**src/design/tksum_pkg.sv**
```systemverilog
`default_nettype none

package tksum_pkg;

	// Fixed field widths of the item and result.
	localparam int unsigned VAL_W  = 32;
	localparam int unsigned SUM_W  = 42;
	localparam int unsigned TOP_W  = 11;
	localparam int unsigned STAT_W = 2;

	// Largest K that the sum may cover.
	localparam logic [TOP_W-1:0] TOP_MAX = TOP_W'(1024);

	// Operation codes.
	localparam logic OP_INSERT = 1'b0;
	localparam logic OP_REMOVE = 1'b1;

	// Status codes.
	localparam logic [STAT_W-1:0] STAT_DONE   = 2'd0;
	localparam logic [STAT_W-1:0] STAT_FULL   = 2'd1;
	localparam logic [STAT_W-1:0] STAT_ABSENT = 2'd2;

	typedef logic [VAL_W-1:0] val_t;

	// Shift command broadcast to every cell of the row.
	typedef struct packed {
		logic ins;
		logic rem;
	} ctl_t;

	// What each cell contributes to the reduction tree.
	typedef struct packed {
		logic hit;
		val_t kval;
		val_t k1val;
	} leaf_t;

	localparam int unsigned LEAF_W = $bits(leaf_t);

endpackage

`default_nettype wire

```
**src/design/tksum_cell.sv**
```systemverilog
`default_nettype none

module tksum_cell #(
	parameter int unsigned IDX  = 0,
	parameter int unsigned CMPW = 11
) (
	input  logic                  clk,
	input  tksum_pkg::ctl_t       ctl,
	input  tksum_pkg::val_t       item_val,
	input  logic [CMPW-1:0]       count,
	input  logic [CMPW-1:0]       k,
	input  tksum_pkg::val_t       left_val,
	input  logic                  left_ge,
	input  tksum_pkg::val_t       right_val,
	output tksum_pkg::val_t       val,
	output logic                  ge,
	output tksum_pkg::leaf_t      leaf
);
	import tksum_pkg::*;

	localparam logic [CMPW-1:0] MY_IDX  = CMPW'(IDX);
	localparam logic [CMPW-1:0] MY_NEXT = CMPW'(IDX + 1);

	val_t val_q;
	logic vld;
	logic gt;

	// A cell holds a value when its position lies below the fill count.
	assign vld = MY_IDX < count;
	assign ge  = vld && (val_q >= item_val);
	assign gt  = vld && (val_q > item_val);
	assign val = val_q;

	assign leaf.hit   = vld && (val_q == item_val);
	assign leaf.kval  = (MY_NEXT == k) ? val_q : '0;
	assign leaf.k1val = (MY_IDX == k) ? val_q : '0;

	// Insert: the first cell below the new value takes it, later cells take
	// their left neighbor. Remove: from the first match on, take the right one.
	always_ff @(posedge clk) begin
		if (ctl.ins && !ge) begin
			val_q <= left_ge ? item_val : left_val;
		end else if (ctl.rem && !gt) begin
			val_q <= right_val;
		end
	end

endmodule

`default_nettype wire

```
**config.mk**
```make
export PLATFORM = sky130hd
export DESIGN_NAME = tksum_cell
export DESIGN_NICKNAME = d
export VERILOG_FILES = /design/src/design/tksum_pkg.sv /design/src/design/tksum_cell.sv
export SDC_FILE = /design/constraint.sdc
export NUM_CORES = 1
export LEC_CHECK = 0
export ABC_AREA = 1
export BUFFER_PORTS_ARGS = -buffer_cell sky130_fd_sc_hd__buf_2
export CORE_MARGIN = 8
export CORE_UTILIZATION = 23
export CTS_CLUSTER_SIZE = 28
export DETAILED_ROUTE_END_ITERATION = 6
export PLACE_DENSITY = 0.46
export SLEW_MARGIN = 5
export SYNTH_ARGS = -nofsm -noshare
export SYNTH_HDL_FRONTEND = slang
export SYNTH_SLANG_ARGS = --single-unit
export TNS_END_PERCENT = 50
```
**constraint.sdc**
```tcl
create_clock -name clk -period 8.1 [get_ports clk]
set_input_delay 0.81 -clock clk [delete_from_list [all_inputs] [get_ports clk]]
set_output_delay 0.81 -clock clk [all_outputs]
set_load 0.005 [all_outputs]
```
=== Word-level counts from Yosys, hierarchy flattened ===
Index checks and enable logic that the tools add are counted.

* Bits in registers: 32
* Output and inout port bits: 98

* Magnitude comparators: 3
* Reductions and logical operators: 9
* Multiplexer cells: 5
* Equality and inequality tests: 2

{| class="wikitable"
|+ Operator list
! operator !! count
|-
| 32-bit two-way mux || 5
|-
| 32-bit equality test || 1
|-
| 32-bit greater-or-equal comparator || 1
|-
| 32-bit > comparator || 1
|-
| 1-bit by 11-bit equality test with 1-bit output, first input constant || 1
|-
| 11-bit logical NOT || 1
|-
| 1-bit by 11-bit < comparator with 1-bit output, first input constant || 1
|-
| 1-bit logical AND || 5
|-
| 1-bit logical NOT || 2
|-
| 2-bit nonzero test || 1
|}

=== Depth between registers and ports, before layout ===
* Word-level depth: 6
* Gate-level depth with buffers: 18
* Mapped depth without buffers: 17

=== Worst setup path before layout ===
Ideal clock, no wire load.

* Path kind: input -> register
* Start: in item_val[23]
* End: reg val_q[0] (netlist: val[0]) (enable)
* Library setup time: 390 ps
* Arrival: 2,752 ps
* Path buffers: 1
* Slack: 4,959 ps
* Stages on the path: 11
* Cells stage by stage: inv_1 > ha_1 > a21oi_1 > o21a_1 > nand2_1 > a21oi_2 > nand3_2 > nand2_4 > nand2_8 > buf_12 > nand2_1

* Cells in the longest elaborated chain, start to end: 5

{| class="wikitable"
|+ Ends and longest elaborated chain
! what !! line !! source
|-
| from (decl) || tksum_cell.sv:9 || <nowiki>input tksum_pkg::val_t item_val,</nowiki>
|-
| 32-bit greater-or-equal comparator / 32-bit > comparator (equally long branches) || tksum_cell.sv:30, tksum_cell.sv:31 ||
|-
| 1-bit logical AND, on equally long branches || tksum_cell.sv:30, tksum_cell.sv:31 ||
|-
| 1-bit logical NOT, on equally long branches || tksum_cell.sv:41, tksum_cell.sv:43 ||
|-
| 1-bit logical AND, on equally long branches || tksum_cell.sv:41, tksum_cell.sv:43 ||
|-
| 2-bit nonzero test (no source line) (*) || n/a ||
|-
| to (signal assigned) || tksum_cell.sv:42 || <nowiki>val_q <= left_ge ? item_val : left_val;</nowiki>
|-
| to (signal assigned) || tksum_cell.sv:44 || <nowiki>val_q <= right_val;</nowiki>
|-
| to (decl) || tksum_cell.sv:24 || <nowiki>val_t val_q;</nowiki>
|}

Every way passes the cells marked *; elsewhere a longest branch is shown, timed or not.
A chain may end at the register's enable or synchronous reset.

=== Final worst setup path ===
* Start: in item_val[5]
* End: reg val_q[3] (netlist: val[3]) (enable)

The elaborated chain is that of the path after synthesis.

==> results by group <==
Routing
  – DR WL/cell: 14.7 um
  – Vias per cell: 4.23
  – Drt total wl: 12600 um
  – DRT iter0 DRCs: 122
  – Detail Route Antenna Nets: 0
  – Vias post-DR: 3639
  – DR DRC count: 0
  – First-pass detailed-route iteration total: 6

Finish
  – Final core utilization: 32.4%
  – Fillers: 1601
  – Area of the multi-input gates: 1920 um2
  – Finished Layout Cells: 861
  – Share of layout cells above drive strength 1: 44.0%
  – Max reg flops: 32
  – Nets: 830
  – Ant diodes: 0
  – Register area: 961 um2
  – Layout area overhead: 40.1%

Placement
  – GPL Wtd Cong: 0.797
  – Detailed placement HPWL: 10200 um
  – Placed insts: 853
  – Worst slack, placed: 4.25 ns
  – Port Buffers: 219

Worst setup path
  – CP cell instances: buf_2, inv_1, ha_1, a21oi_1, nor2_1, nor2_1, nand2_1, nand2_1, nand2_1, nand2_1, nand3_2, nand2_4, nand2_8, nand2_2
  – Crit Path Max Fanout: 34
  – Crit-path most repeated cell: nand2_1
  – Crit end category: flop
  – Slowest cell on the critical path: nand2_2
  – Max stage delay on crit path: 0.72 ns
  – Worst EP required: 8.00 ns
  – Critical path class: input pin to flop
  – Arr. time, crit path: 3.37 ns
  – Critical Path Start Type: input pin

GRT
  – Most Used Layer, Global Route: met2
  – First-pass GRT wire length: 19200 um
  – Grt met3 use: 3.33%
  – Gr ovfl total: 0
  – GRT Resource Usage Total: 13.1%
  – GR Util met1: 15.0%
  – Initial antenna violation count: 1
  – Pin count of the biggest net entering global routing: 64
  – Met2 Use GR: 23.7%
  – Vias in the first global route: 3745

Timing
  – Final period util: 42.8%
  – Max Freq: 0.288 GHz
  – PnR worst setup slack: 4.63 ns
  – Worst Clk Skew: 0.00538 ns
  – Slew headroom: 27.2%
  – Final setup violation count: 0
  – Final Hold Fails: 0
  – Fin Setup TNS: 0 ns
  – Final Max Tran Viols: 0
  – RSZ-0062 raised after global routing: false
  – Final period demand of the worst path: 3.47 ns
  – Slew @ Worst Pin: 1.09 ns

Yosys
  – Post-synth top area cell: edfxtp_1
  – Ranking of synthesized cells by area: edfxtp_1 (29%), ha_1 (12%), nor2_1 (12%), nand2_2 (11%), inv_1 (8.2%)
  – Seq/Total Area, Yosys: 29.0%
  – Syn_nets: 625
  – Synth top area share: 29.0%
  – Mapped cell area: 3310 um2
  – Yosys Warn Count: 0
  – Syn Inst Count: 471
  – #FFs+latches synth: 32
  – Syn Area/Cell: 7.03 um2
  – Netlist cell types: 30

CTS
  – # Post-CTS Setup Buffers: 0
  – Worst-Skew Late Latency: 0.27 ns
  – Clock Pin Slew Worst Setup and Hold Paths: 0.06 ns
  – Num CTS Buffers: 5
  – Resize count post-CTS: 0
  – Hold_buf cts: 0
  – Sink Count: 32
  – Clk root buf: clkbuf_16
  – H-tree depth reported by CTS: 2
  – CTS Buffer Depth: 2
  – CTS tree: built

Floorplanning
  – Die Y: 136 um
  – Ports: 220
  – Die area: 18500 um2
  – Horiz. Die Dim: 136 um
  – Initial core utilization: 23.1%
  – Row count: 44
  – Core area: 14300 um2

Power
  – Seq pwr share: 34.5%
  – Internal power: 529 uW
  – Sw frac: 40.7%
  – NetSw: 363 uW
  – Clock share of power: 20.3%
  – Power Density: 192 nW/um2
  – Total power: 892 uW
  – Worst IR drop on VDD: 0.0863 mV
  – Combinational power share: 45.2%
  – P_leak: 2.71 nW

Job
  – Max Cap Viol: 0

Hold path
  – Worst Hold Class: input pin to flop

Run status
  – Outcome: complete, no violations
[per-layer routing]
layer	up-vias	routed length, um
met5	-	11
met4	2	74
met3	4	1000
met2	119	6430
met1	1616	5100
li1	1898	-
[synth_stat cells (all sizes together)]
master / count
o21ai: 2
nor3: 2
nand4: 2
nand3b: 1
a21o: 1
mux2: 1
nand3: 38
ha: 32
nor4: 3
o21a: 2
edfxtp: 32
clkbuf: 12
buf: 11
nand2: 107
nor2: 107
a21oi: 45
inv: 73
[kinds of logic after synthesis]
logic type / count (synthesis) / share of synthesized area, %
muxes: 1 / 0.340
and+or+nand+nor: 260 / 37.7
buffers and inverters: 96 / 12.9
DFF: 32 / 29.0
adders and majority gates: 32 / 12.1
AOI/OAI and AO/OA: 50 / 7.90
[power groups by stage]
stage | Clock [mW] | Sequential [mW] | Combinational, mW
final | 0.181 | 0.308 | 0.403
after global routing | 0.192 | 0.317 | 0.470
after CTS | 0.188 | 0.310 | 0.414
after detailed placement | 0 | 0.314 | 0.411
after global placement | 0 | 0.311 | 0.403
after floorplan | 0 | 0.304 | 0.280
[cell type report]
type | instances | share of cell area (%)
clock inverter | 1 | 0.0810
clock buffer | 7 | 2.86
tap | 184 | 4.97
multi-input combinational | 343 | 41.5
inverter | 73 | 5.91
sequential | 32 | 20.7
timing repair buffer | 221 | 24.0
[metrics by stage]
stage               area (um2)  hold slack [ns]
finish                    4640            0.802
floorplan                 3310            0.985
global route              4640            0.803
CTS                       4640            0.797
detailed placement        4500             1.08
global placement          4500             1.08
[worst max-delay path, delay by kind of cell]
family,cells,cell delay [ns]
and+or+nand+nor,10,1.93
buffers and inverters,2,0.12
adders and majority gates,1,0.30
AOI/OAI and AO/OA,1,0.17
[worst paths after layout]
path	start	to	slack, ns	depth (start not counted)
max	item_val[5]	val[3]$_DFFE_PP_	4.63	14
min	right_val[12]	val[12]$_DFFE_PP_	0.80	3
max reg2reg	val[5]$_DFFE_PP_	val[3]$_DFFE_PP_	4.86	12
min reg2reg	val[23]$_DFFE_PP_	val[31]$_DFFE_PP_	1.53	9
[placed cells by master, fill, tap and decap left out, drive strengths merged]
cell type / n
nand4: 2
clkinv: 1
clkbuf: 7
a21o: 1
nand3b: 1
nor3: 2
edfxtp: 32
mux2: 1
a21oi: 45
nor2: 107
buf: 221
o21a: 2
nand3: 38
o21ai: 2
ha: 32
nand2: 107
nor4: 3
inv: 73
No activity file was read; power rests on OpenSTA's default activity.
